File: config.mk
export PLATFORM = sky130hd
export DESIGN_NAME = lexeme_splitter_classifier
export DESIGN_NICKNAME = d
export VERILOG_FILES = /design/src/sv/lsc_pkg.sv /design/src/sv/lsc_lexer_core.sv /design/src/sv/lsc_result_fifo.sv /design/src/sv/lexeme_splitter_classifier.sv
export SDC_FILE = /design/constraint.sdc
export NUM_CORES = 1
export LEC_CHECK = 0
export BUFFER_PORTS_ARGS = -buffer_cell sky130_fd_sc_hd__buf_4
export CAP_MARGIN = 30
export CORE_UTILIZATION = 50
export DETAILED_ROUTE_END_ITERATION = 8
export MAX_ROUTING_LAYER = met4
export PLACE_DENSITY = 0.78
export SLEW_MARGIN = 40
export SYNTH_ARGS = -nofsm -noshare
export SYNTH_HDL_FRONTEND = slang
export SYNTH_SLANG_ARGS = --single-unit
File: constraint.sdc
create_clock -name i_clk -period 5.6 [get_ports i_clk]
set_clock_uncertainty 0.15 [all_clocks]
set_input_delay 0 -clock i_clk [delete_from_list [all_inputs] [get_ports i_clk]]
set_output_delay 0 -clock i_clk [all_outputs]
set_load 0.01 [all_outputs]
File: src/sv/lsc_pkg.sv
// Shared types, constants and character helpers for the lexeme splitter.
package lsc_pkg;

    localparam int LENGTH_BITS = 8;
    localparam int LINE_BITS   = 16;
    localparam int FIFO_DEPTH  = 8;
    localparam int PTR_BITS    = $clog2(FIFO_DEPTH);
    localparam int CNT_BITS    = $clog2(FIFO_DEPTH + 1);

    localparam logic [LENGTH_BITS-1:0] LEN_MAX  = {LENGTH_BITS{1'b1}};
    localparam logic [LINE_BITS-1:0]   LINE_MAX = {LINE_BITS{1'b1}};

    localparam logic [7:0] CHR_NUL    = 8'h00;
    localparam logic [7:0] CHR_TAB    = 8'h09;
    localparam logic [7:0] CHR_LF     = 8'h0A;
    localparam logic [7:0] CHR_VT     = 8'h0B;
    localparam logic [7:0] CHR_FF     = 8'h0C;
    localparam logic [7:0] CHR_CR     = 8'h0D;
    localparam logic [7:0] CHR_SPACE  = 8'h20;
    localparam logic [7:0] CHR_DQUOTE = 8'h22;
    localparam logic [7:0] CHR_SQUOTE = 8'h27;
    localparam logic [7:0] CHR_LPAREN = 8'h28;
    localparam logic [7:0] CHR_RPAREN = 8'h29;
    localparam logic [7:0] CHR_COMMA  = 8'h2C;
    localparam logic [7:0] CHR_DOT    = 8'h2E;
    localparam logic [7:0] CHR_SEMI   = 8'h3B;
    localparam logic [7:0] CHR_LBRACK = 8'h5B;
    localparam logic [7:0] CHR_RBRACK = 8'h5D;
    localparam logic [7:0] CHR_UNDER  = 8'h5F;
    localparam logic [7:0] CHR_LBRACE = 8'h7B;
    localparam logic [7:0] CHR_RBRACE = 8'h7D;

    typedef enum logic [3:0] {
        KIND_FUN      = 4'd0,
        KIND_RETURN   = 4'd1,
        KIND_IDENT    = 4'd2,
        KIND_STRING   = 4'd3,
        KIND_INTEGER  = 4'd4,
        KIND_DECIMAL  = 4'd5,
        KIND_SEMI     = 4'd6,
        KIND_LPAREN   = 4'd7,
        KIND_RPAREN   = 4'd8,
        KIND_LBRACE   = 4'd9,
        KIND_RBRACE   = 4'd10,
        KIND_LBRACK   = 4'd11,
        KIND_RBRACK   = 4'd12,
        KIND_EOF      = 4'd13,
        KIND_INVALID  = 4'd14
    } t_kind;

    typedef enum logic [2:0] {
        FIRST_NONE   = 3'd0,
        FIRST_LETTER = 3'd1,
        FIRST_DQUOTE = 3'd2,
        FIRST_SQUOTE = 3'd3,
        FIRST_OTHER  = 3'd4
    } t_first;

    typedef enum logic [1:0] {
        QUOTE_NONE   = 2'd0,
        QUOTE_DOUBLE = 2'd1,
        QUOTE_SINGLE = 2'd2
    } t_quote;

    typedef struct packed {
        t_kind                  kind;
        logic [LINE_BITS-1:0]   line;
        logic [LENGTH_BITS-1:0] length;
        logic                   last;
    } t_result;

    // Up to two results leave the lexer core for one byte.
    typedef struct packed {
        logic [1:0] count;
        t_result    slot0;
        t_result    slot1;
    } t_push;

    function automatic logic is_letter(input logic [7:0] b);
        return (b >= 8'h61 && b <= 8'h7A) || (b >= 8'h41 && b <= 8'h5A);
    endfunction

    function automatic logic is_digit(input logic [7:0] b);
        return b >= 8'h30 && b <= 8'h39;
    endfunction

    function automatic logic [7:0] kw_fun_char(input logic [1:0] p);
        logic [7:0] c;
        unique case (p)
            2'd0:    c = 8'h66;
            2'd1:    c = 8'h75;
            default: c = 8'h6E;
        endcase
        return c;
    endfunction

    function automatic logic [7:0] kw_return_char(input logic [2:0] p);
        logic [7:0] c;
        unique case (p)
            3'd0:    c = 8'h72;
            3'd1:    c = 8'h65;
            3'd2:    c = 8'h74;
            3'd3:    c = 8'h75;
            3'd4:    c = 8'h72;
            default: c = 8'h6E;
        endcase
        return c;
    endfunction

endpackage

File: src/sv/lsc_lexer_core.sv
// Lexer state and per-byte classification, producing up to two results a byte.
module lsc_lexer_core
    import lsc_pkg::*;
(
    input  logic       i_clk,
    input  logic       i_rst_n,
    input  logic       i_byte_vld,
    input  logic [7:0] i_byte,
    output t_push      o_push
);

    logic [LENGTH_BITS-1:0] r_len,        n_len;
    logic [LINE_BITS-1:0]   r_line,       n_line;
    logic [LINE_BITS-1:0]   r_start_line, n_start_line;
    t_first                 r_first,      n_first;
    logic                   r_word_ok,    n_word_ok;
    logic                   r_digits_ok,  n_digits_ok;
    logic                   r_dec_ok,     n_dec_ok;
    t_quote                 r_quote,      n_quote;
    logic                   r_fun_ok,     n_fun_ok;
    logic                   r_ret_ok,     n_ret_ok;

    t_kind   pend_kind;
    t_kind   delim_kind;
    logic    is_delim;
    logic    is_space;
    logic    do_flush;
    logic    flush_vld;
    logic    sec_vld;
    t_result flush_res;
    t_result sec_res;

    always_comb begin
        priority if (r_fun_ok && r_len == LENGTH_BITS'(3)) begin
            pend_kind = KIND_FUN;
        end else if (r_ret_ok && r_len == LENGTH_BITS'(6)) begin
            pend_kind = KIND_RETURN;
        end else if (r_first == FIRST_LETTER && r_word_ok) begin
            pend_kind = KIND_IDENT;
        end else if (r_len >= LENGTH_BITS'(2) &&
                     ((r_first == FIRST_DQUOTE && r_quote == QUOTE_DOUBLE) ||
                      (r_first == FIRST_SQUOTE && r_quote == QUOTE_SINGLE))) begin
            pend_kind = KIND_STRING;
        end else if (r_digits_ok) begin
            pend_kind = KIND_INTEGER;
        end else if (r_dec_ok) begin
            pend_kind = KIND_DECIMAL;
        end else begin
            pend_kind = KIND_INVALID;
        end
    end

    always_comb begin
        is_delim   = 1'b1;
        delim_kind = KIND_SEMI;
        unique case (i_byte)
            CHR_SEMI:   delim_kind = KIND_SEMI;
            CHR_COMMA:  delim_kind = KIND_DECIMAL;
            CHR_LPAREN: delim_kind = KIND_LPAREN;
            CHR_RPAREN: delim_kind = KIND_RPAREN;
            CHR_LBRACE: delim_kind = KIND_LBRACE;
            CHR_RBRACE: delim_kind = KIND_RBRACE;
            CHR_LBRACK: delim_kind = KIND_LBRACK;
            CHR_RBRACK: delim_kind = KIND_RBRACK;
            default:    is_delim   = 1'b0;
        endcase
        is_space = (i_byte == CHR_SPACE) || (i_byte == CHR_TAB) || (i_byte == CHR_VT) ||
                   (i_byte == CHR_FF) || (i_byte == CHR_CR);
    end

    always_comb begin
        n_len        = r_len;
        n_line       = r_line;
        n_start_line = r_start_line;
        n_first      = r_first;
        n_word_ok    = r_word_ok;
        n_digits_ok  = r_digits_ok;
        n_dec_ok     = r_dec_ok;
        n_quote      = r_quote;
        n_fun_ok     = r_fun_ok;
        n_ret_ok     = r_ret_ok;
        do_flush     = 1'b0;
        sec_vld      = 1'b0;
        sec_res      = '{kind: KIND_EOF, line: r_line, length: '0, last: 1'b1};

        if (i_byte_vld) begin
            priority if (i_byte == CHR_NUL) begin
                do_flush = 1'b1;
                sec_vld  = 1'b1;
            end else if (is_delim) begin
                do_flush = 1'b1;
                sec_vld  = 1'b1;
                sec_res  = '{kind: delim_kind, line: r_line,
                             length: LENGTH_BITS'(1), last: 1'b1};
            end else if (i_byte == CHR_LF) begin
                do_flush = 1'b1;
                if (r_line != LINE_MAX) begin
                    n_line = r_line + LINE_BITS'(1);
                end
            end else if (is_space) begin
                do_flush = 1'b1;
            end else begin
                if (r_len == '0) begin
                    n_start_line = r_line;
                    priority if (is_letter(i_byte)) begin
                        n_first = FIRST_LETTER;
                    end else if (i_byte == CHR_DQUOTE) begin
                        n_first = FIRST_DQUOTE;
                    end else if (i_byte == CHR_SQUOTE) begin
                        n_first = FIRST_SQUOTE;
                    end else begin
                        n_first = FIRST_OTHER;
                    end
                end else begin
                    n_word_ok = r_word_ok && (is_letter(i_byte) || is_digit(i_byte) ||
                                              i_byte == CHR_UNDER);
                end
                n_digits_ok = r_digits_ok && is_digit(i_byte);
                n_dec_ok    = r_dec_ok && (is_digit(i_byte) || i_byte == CHR_DOT ||
                                           i_byte == CHR_COMMA);
                n_fun_ok    = r_fun_ok && (r_len < LENGTH_BITS'(3)) &&
                              (i_byte == kw_fun_char(r_len[1:0]));
                n_ret_ok    = r_ret_ok && (r_len < LENGTH_BITS'(6)) &&
                              (i_byte == kw_return_char(r_len[2:0]));
                priority if (i_byte == CHR_DQUOTE) begin
                    n_quote = QUOTE_DOUBLE;
                end else if (i_byte == CHR_SQUOTE) begin
                    n_quote = QUOTE_SINGLE;
                end else begin
                    n_quote = QUOTE_NONE;
                end
                if (r_len != LEN_MAX) begin
                    n_len = r_len + LENGTH_BITS'(1);
                end
            end

            if (do_flush && r_len != '0) begin
                n_len       = '0;
                n_first     = FIRST_NONE;
                n_word_ok   = 1'b1;
                n_digits_ok = 1'b1;
                n_dec_ok    = 1'b1;
                n_quote     = QUOTE_NONE;
                n_fun_ok    = 1'b1;
                n_ret_ok    = 1'b1;
            end
            // End of text returns the whole lexer to its reset state.
            if (i_byte == CHR_NUL) begin
                n_line       = '0;
                n_start_line = '0;
            end
        end
    end

    assign flush_vld = do_flush && (r_len != '0);
    assign flush_res = '{kind: pend_kind, line: r_start_line, length: r_len, last: !sec_vld};

    always_comb begin
        o_push.slot0 = flush_vld ? flush_res : sec_res;
        o_push.slot1 = sec_res;
        o_push.count = {1'b0, flush_vld} + {1'b0, sec_vld};
    end

    always_ff @(posedge i_clk) begin
        if (!i_rst_n) begin
            r_len        <= '0;
            r_line       <= '0;
            r_start_line <= '0;
            r_first      <= FIRST_NONE;
            r_word_ok    <= 1'b1;
            r_digits_ok  <= 1'b1;
            r_dec_ok     <= 1'b1;
            r_quote      <= QUOTE_NONE;
            r_fun_ok     <= 1'b1;
            r_ret_ok     <= 1'b1;
        end else begin
            r_len        <= n_len;
            r_line       <= n_line;
            r_start_line <= n_start_line;
            r_first      <= n_first;
            r_word_ok    <= n_word_ok;
            r_digits_ok  <= n_digits_ok;
            r_dec_ok     <= n_dec_ok;
            r_quote      <= n_quote;
            r_fun_ok     <= n_fun_ok;
            r_ret_ok     <= n_ret_ok;
        end
    end

endmodule

File: src/sv/lsc_result_fifo.sv
// Small result queue that takes up to two items a cycle and gives one.
module lsc_result_fifo
    import lsc_pkg::*;
(
    input  logic                i_clk,
    input  logic                i_rst_n,
    input  t_push               i_push,
    input  logic                i_pop,
    output logic                o_vld,
    output t_result             o_head,
    output logic [CNT_BITS-1:0] o_count
);

    t_result               r_mem [FIFO_DEPTH];
    logic [PTR_BITS-1:0]   r_wr_ptr, n_wr_ptr;
    logic [PTR_BITS-1:0]   r_rd_ptr, n_rd_ptr;
    logic [CNT_BITS-1:0]   r_count,  n_count;
    logic                  pop_ok;

    assign pop_ok   = i_pop && (r_count != '0);
    assign n_wr_ptr = r_wr_ptr + PTR_BITS'(i_push.count);
    assign n_rd_ptr = r_rd_ptr + PTR_BITS'(pop_ok);
    assign n_count  = r_count + CNT_BITS'(i_push.count) - CNT_BITS'(pop_ok);

    always_ff @(posedge i_clk) begin
        if (i_push.count != 2'd0) begin
            r_mem[r_wr_ptr] <= i_push.slot0;
        end
        if (i_push.count == 2'd2) begin
            r_mem[r_wr_ptr + PTR_BITS'(1)] <= i_push.slot1;
        end
    end

    always_ff @(posedge i_clk) begin
        if (!i_rst_n) begin
            r_wr_ptr <= '0;
            r_rd_ptr <= '0;
            r_count  <= '0;
        end else begin
            r_wr_ptr <= n_wr_ptr;
            r_rd_ptr <= n_rd_ptr;
            r_count  <= n_count;
        end
    end

    assign o_vld   = (r_count != '0);
    assign o_head  = r_mem[r_rd_ptr];
    assign o_count = r_count;

endmodule

File: src/sv/lexeme_splitter_classifier.sv
// Streaming lexer top level: input register, lexer core and result queue.
// An accepted byte is registered, lexed combinationally from that register, and
// its results are written into the result queue, whose head drives the outputs.
// Throughput: one byte per cycle; a byte that causes two results gives them out
// one after the other, and input stalls while more than four results wait in the
// eight-item result queue.
// Reset (synchronous, active low) clears line count, lexeme flags and the queue.
// A zero byte also returns the lexer to line 0 after its end-of-file result.
module lexeme_splitter_classifier
    import lsc_pkg::*;
(
    input  logic                   i_clk,
    input  logic                   i_rst_n,
    input  logic                   i_valid,
    output logic                   o_stall,
    input  logic [7:0]             i_text_byte,
    output logic                   o_valid,
    input  logic                   i_stall,
    output logic [3:0]             o_token_kind,
    output logic [LINE_BITS-1:0]   o_token_line,
    output logic [LENGTH_BITS-1:0] o_lexeme_length,
    output logic                   o_last_of_run
);

    logic                r_byte_vld;
    logic [7:0]          r_byte;
    logic                accept;
    t_push               push;
    t_result             head;
    logic [CNT_BITS-1:0] q_count;

    // The queue must absorb two results for the byte in the register and
    // two for the byte being accepted.
    assign o_stall = (q_count > CNT_BITS'(FIFO_DEPTH - 4));
    assign accept  = i_valid && !o_stall;

    always_ff @(posedge i_clk) begin
        if (!i_rst_n) begin
            r_byte_vld <= 1'b0;
        end else begin
            r_byte_vld <= accept;
        end
    end

    always_ff @(posedge i_clk) begin
        if (accept) begin
            r_byte <= i_text_byte;
        end
    end

    lsc_lexer_core u_core (
        .i_clk      (i_clk),
        .i_rst_n    (i_rst_n),
        .i_byte_vld (r_byte_vld),
        .i_byte     (r_byte),
        .o_push     (push)
    );

    lsc_result_fifo u_fifo (
        .i_clk   (i_clk),
        .i_rst_n (i_rst_n),
        .i_push  (push),
        .i_pop   (!i_stall),
        .o_vld   (o_valid),
        .o_head  (head),
        .o_count (q_count)
    );

    assign o_token_kind    = head.kind;
    assign o_token_line    = head.line;
    assign o_lexeme_length = head.length;
    assign o_last_of_run   = head.last;

endmodule

* Yosys cells after proc, flatten, opt, wreduce, memory -nomap -nowiden
Memories as Yosys holds them, arrays and structs flattened. A register that Yosys moved wholly into a read port is not among the register bits.
Index checks and enable logic that the tools add are counted.
** Cells by class
- Add/sub/neg operators :: 8
- Multiplexer cells :: 95
- $lt $le $gt $ge :: 10
- Divide/modulo/power cells :: 0
- Equal/unequal tests :: 43
- Multiply operators :: 0
- Bitwise operators :: 0
- Reduce and logical (&&, ||, !) cells :: 53
- Shifts and indexed selects :: 0
** Operators with widths (count)
- 16-bit two-way mux :: 9
- 8-bit two-way mux :: 16
- 29-bit two-way mux :: 4
- 8-bit by 6-bit == test with 1-bit output (second input constant) :: 8
- 8-bit by 4-bit == test with 1-bit output (second input constant) :: 5
- 8-bit by 7-bit == test with 1-bit output (second input constant) :: 5
- 1-bit two-way mux :: 40
- 3-bit two-way mux :: 10
- 4-bit case mux with 7 select lines :: 1
- 4-bit two-way mux :: 6
- 1-bit logical AND :: 20
- 5-bit case mux with 4 select lines :: 1
- 6-bit AND reduction :: 3
- 16-bit by 1-bit adder with 16-bit output (second input constant) :: 1
- 8-bit == test :: 2
- 8-bit by 7-bit >= comparator with 1-bit output (second input constant) :: 2
- 8-bit by 7-bit <= comparator with 1-bit output (second input constant) :: 2
- 8-bit zero test :: 2
- 16-bit inequality test (second input constant) :: 1
- 2-bit two-way mux :: 7
- 2-bit inequality test (second input constant) :: 7
- 3-bit by 2-bit == test with 1-bit output (second input constant) :: 4
- 2-bit nonzero test :: 6
- 1-bit logical OR :: 10
- 31 further kinds :: 37
** Word-level totals
- Memory bits (read-only) :: 0
- Register bits after elaboration :: 69
- Latch bits :: 0
- Word-level logic and storage cells :: 225
- Input bits :: 12
- Output and inout port bits :: 31
- Memory bits (writable) :: 232
- Memories kept :: 1
** Memories
- u_fifo.r_mem :: depth 8, bits a word 29, rd ports 1, clocked after memory_dff 1, wr ports 2, RTL line lsc_result_fifo.sv:14 : t_result r_mem [FIFO_DEPTH];

* Longest topological paths before layout
- Word-level depth :: 17
- Mapped depth :: 19
- Depth with buffers taken out :: 15

* Hierarchy
Synthesis repeated with hierarchy kept, for this count alone.
** Second synthesis, totals
- Cell total of the unflattened synthesis :: 1093
- Area, all modules :: 16080.4 sq um
** By module, submodules not included
- lsc_result_fifo :: area an instance 12280.5 sq um, cells each 673, instances 1, seq. area each 7166.9 sq um
- lsc_lexer_core :: area an instance 3505.9 sq um, cells each 405, instances 1, seq. area each 1001.0 sq um
- lexeme_splitter_classifier :: area an instance 294.0 sq um, cells each 15, instances 1, seq. area each 260.2 sq um

* Least setup slack after synthesis
OpenSTA, ideal clock, no wires.
- Path kind :: flip-flop to flip-flop
- Start :: register r_byte[4]
- End :: memory u_fifo.r_mem[7][10] in the netlist's numbering (enable)
- Required time :: 5.072 ns
- Data arrival time :: 3.459 ns
- Buffers on the path :: 4
- Stages on the path, launching flop included :: 14
- Setup time :: 0.378 ns
- Slack :: 1.613 ns
- Clock period less this slack :: 3.987 ns
- Path through :: edfxtp_1 > or4b_4 > o32a_1 > nand3_2 > o21ba_4 > inv_2 > buf_6 > buf_4 > ha_1 > nor2b_1 > clkbuf_1 > nand3_1 > clkbuf_1 > nand2_1
** RTL lines
- start, declared :: RTL line lexeme_splitter_classifier.sv:26 : logic [7:0] r_byte;
- start signal, assigned :: RTL line lexeme_splitter_classifier.sv:47 : r_byte <= i_text_byte;
- end, declared :: RTL line lsc_result_fifo.sv:14

==> results.json <==
{
  "syn_area_per_cell_um2": 11.9,
  "setup_viol": 0,
  "crit_chain": "nor4_1, nand2_1, nand3_2, o21ba_4, inv_2, ha_1, nor2_1, nand2_1, o32ai_1",
  "vias_per_cell": 6.61,
  "initial_core_util_pct": 51.0,
  "maxCapViolCount": 0,
  "critical_path_arrival_ns": 5.11,
  "wl_um": 38700,
  "synth_fp_nets": 1267,
  "clk_pin_slew_ns": 0.06,
  "antenna_found_initial": 0,
  "synth_top_family_by_area": "compound AO/OA/AOI/OAI gates",
  "clockBufferDepth": 3,
  "rr_endpoint": "u_fifo.r_mem[0][1]$_DFFE_PP_",
  "syn_area_um2": 14700,
  "path_class": "reg -> reg",
  "clock-root-buffer": "clkbuf_16",
  "drive_gt1_share_pct": 19.8,
  "dpl.hpwl_um": 24300,
  "synth_top_cell_area_share_pct": 35.9,
  "seq_area_um2": 7790,
  "hp-start": "i_text_byte[5]",
  "synth-edff-count": 176,
  "wl_per_cell_um": 23.6,
  "max_slew_margin_pct": 39.6,
  "hold_depth": 2,
  "grt_max_degree": 34,
  "vias": 10858,
  "synth-seq-cells": 301,
  "postRouteAntennaNets": 0,
  "async_flop_share_pct": 0,
  "synth_compound_area_share_pct": 17.0,
  "die-area_um2": 30100,
  "diodes": 0,
  "synthTopCellsByArea": "edfxtp_1, dfxtp_1, mux4_2",
  "leakage_nw": 5.72,
  "cts_setup_buffers": 0,
  "holdPathEnd": "r_byte[5]$_DFFE_PP_",
  "hold_viol": 0,
  "synth_flop_cell": "edfxtp_1",
  "grt_pass1_wl_um": 60000,
  "cp-start-kind": "flip-flop",
  "hold_class": "in -> reg",
  "status": "complete, no violations",
  "synth_top_cell_by_area": "edfxtp_1",
  "synth_mux_area_share_pct": 11.5,
  "multi_input_area_um2": 6350,
  "yosysSeqAreaShare_pct": 52.9,
  "fin_cells": 1643,
  "syn_inst": 1232,
  "worstMarginPinSlew_ns": 0.906,
  "fmax_ghz": 0.199,
  "final.setup.tns_ns": 0,
  "ir_drop_v": 0.000205,
  "port_buffers": 42,
  "max_stage_delay_ns": 0.80,
  "ioPinCount": 43,
  "drc": 0,
  "rr_worst_depth": 9,
  "drt_iter0_drc": 1545,
  "fin_nets": 1270,
  "critPathMostFrequentCell": "nand2_1",
  "first_pass_iters": 6,
  "yosys.area_share.adder_pct": 2.06,
  "synthXorXnorAreaFrac_pct": 1.43,
  "dieHeight_um": 174,
  "area_growth_pct": 11.9,
  "fin_crit_sh_pct": 89.9,
  "gr-total-overflow": 0,
  "grt_pass1_vias": 10536,
  "fp-row-count": 62,
  "crit_fanout": 23,
  "track_usage_pct": 26.5,
  "yosys_warnings": 0,
  "placedCellCount": 1571,
  "synth-simple-area-share_pct": 11.0,
  "clock_latency_ns": 0.51,
  "cts.sinks": 301,
  "numCtsBuffers": 34,
  "cp.required_ns": 5.67,
  "cts_tree": "done",
  "reg2reg_setup_slack_ns": 0.56,
  "chipWidth_um": 174,
  "power_density_nw_per_um2": 349,
  "worst_r2r_startpoint": "r_byte[2]$_DFFE_PP_",
  "min_period_ns": 5.04,
  "final_common_cell": "edfxtp_1",
  "final_util_pct": 57.0,
  "cp-startpoint": "r_byte[2]$_DFFE_PP_",
  "place_congestion": 0.908,
  "rsz0062_at_grt": "false",
  "layout_common_cells": "edfxtp_1, a22o_1, dfxtp_1",
  "slew_violations": 0,
  "cp-end-kind": "flip-flop",
  "fillCellCount": 2326,
  "crit_path_top_delay_cell": "o32ai_1",
  "h-tree-depth": 2,
  "ys_types": 74,
  "core_um2": 28900
}
synth_stat cells, types with 13 or more instances:
master / number
edfxtp_1: 176
a22o_1: 145
dfxtp_1: 125
o21ai_0: 89
clkbuf_1: 74
nand3_1: 70
nand2_1: 66
mux4_2: 58
nor2_1: 54
o22ai_1: 40
mux2_2: 29
buf_1: 21
ha_1: 21
a21oi_1: 17
inv_1: 17
buf_2: 15
nand4_1: 15
xor2_1: 14
and3_1: 13
per-layer routing:
metal | global-route usage (%) | vias to the layer above | wire, µm
met3 | 4.67 | 100 | 3920
met5 | - | - | 0
met1 | 34.3 | 5326 | 15000
li1 | - | 4785 | -
met2 | 41.7 | 647 | 18600
met4 | 10.1 | 0 | 1240
worst max-delay path by stage:
stage | end | cells after the start
after floorplan | u_fifo.r_mem[7][10]$_DFFE_PP_ | 13
final | u_fifo.r_mem[0][1]$_DFFE_PP_ | 9
after global routing | u_fifo.r_mem[0][1]$_DFFE_PP_ | 9
after detailed placement | u_fifo.r_mem[1][21]$_DFFE_PP_ | 11
after global placement | u_fifo.r_mem[0][22]$_DFFE_PP_ | 10
after CTS | u_fifo.r_mem[6][18]$_DFFE_PP_ | 10
what timing repair did:
item | in CTS | in global routing
hold buffers | 12 | 0
gates resized for setup | 0 | 0
hold endpoints to repair | 53 | 0
kinds of logic (layout without fill, tap and decap cells):
logic type | Yosys count | after routing
compound gates | 343 | 343
xor+xnor | 24 | 24
fa+ha+maj | 23 | 23
buf+inv | 140 | 167
flops | 301 | 301
mux | 93 | 93
simple gates | 308 | 308
cell type report:
| type | instances | area share (%) |
|---|---|---|
| inverters | 18 | 0.411 |
| well taps | 384 | 2.92 |
| clock inverters | 18 | 1.01 |
| flip-flops and latches | 301 | 47.4 |
| clock buffers | 42 | 5.47 |
| repair buffers | 89 | 4.24 |
| multi-input cells | 791 | 38.6 |
metrics by stage:
step	hold WS (ns)	cell area, µm²	total power, mW	setup WS, ns
2_1_floorplan	-0.0511	14700	3.31	1.61
3_3_place_gp	0.0289	15200	3.63	0.869
3_5_place_dp	0.0292	15300	3.64	0.844
4_1_cts	0.0388	16500	5.77	0.790
5_1_grt	0.0482	16500	5.96	0.347
6_report	0.0408	16500	5.75	0.565
worst max-delay path, delay by kind of cell (launching register included):
family,cells,cell delay [ns]
AO/OA/AOI/OAI,2,1.24
adder cells (fa/ha/maj),1,0.32
buffers and inverters,1,0.31
flip-flops,1,0.65
AND/OR/NAND/NOR,5,2.06
where the power goes:
group | internal, mW | switching, mW
clock network | 1.25 | 0.896
registers | 2.38 | 0.160
logic | 0.591 | 0.478
sequential cells by signal, summed over array words and instances, names as in the netlist, 2 cells and up:
name and flops:
u_fifo.r_mem 232, u_core.r_line 16, u_core.r_start_line 16, r_byte 8
u_core.r_len 8, u_fifo.o_count 4, u_core.r_first 3, u_fifo.r_rd_ptr 3
u_fifo.r_wr_ptr 3, u_core.r_quote 2
(Power assumes the default switching activity.)
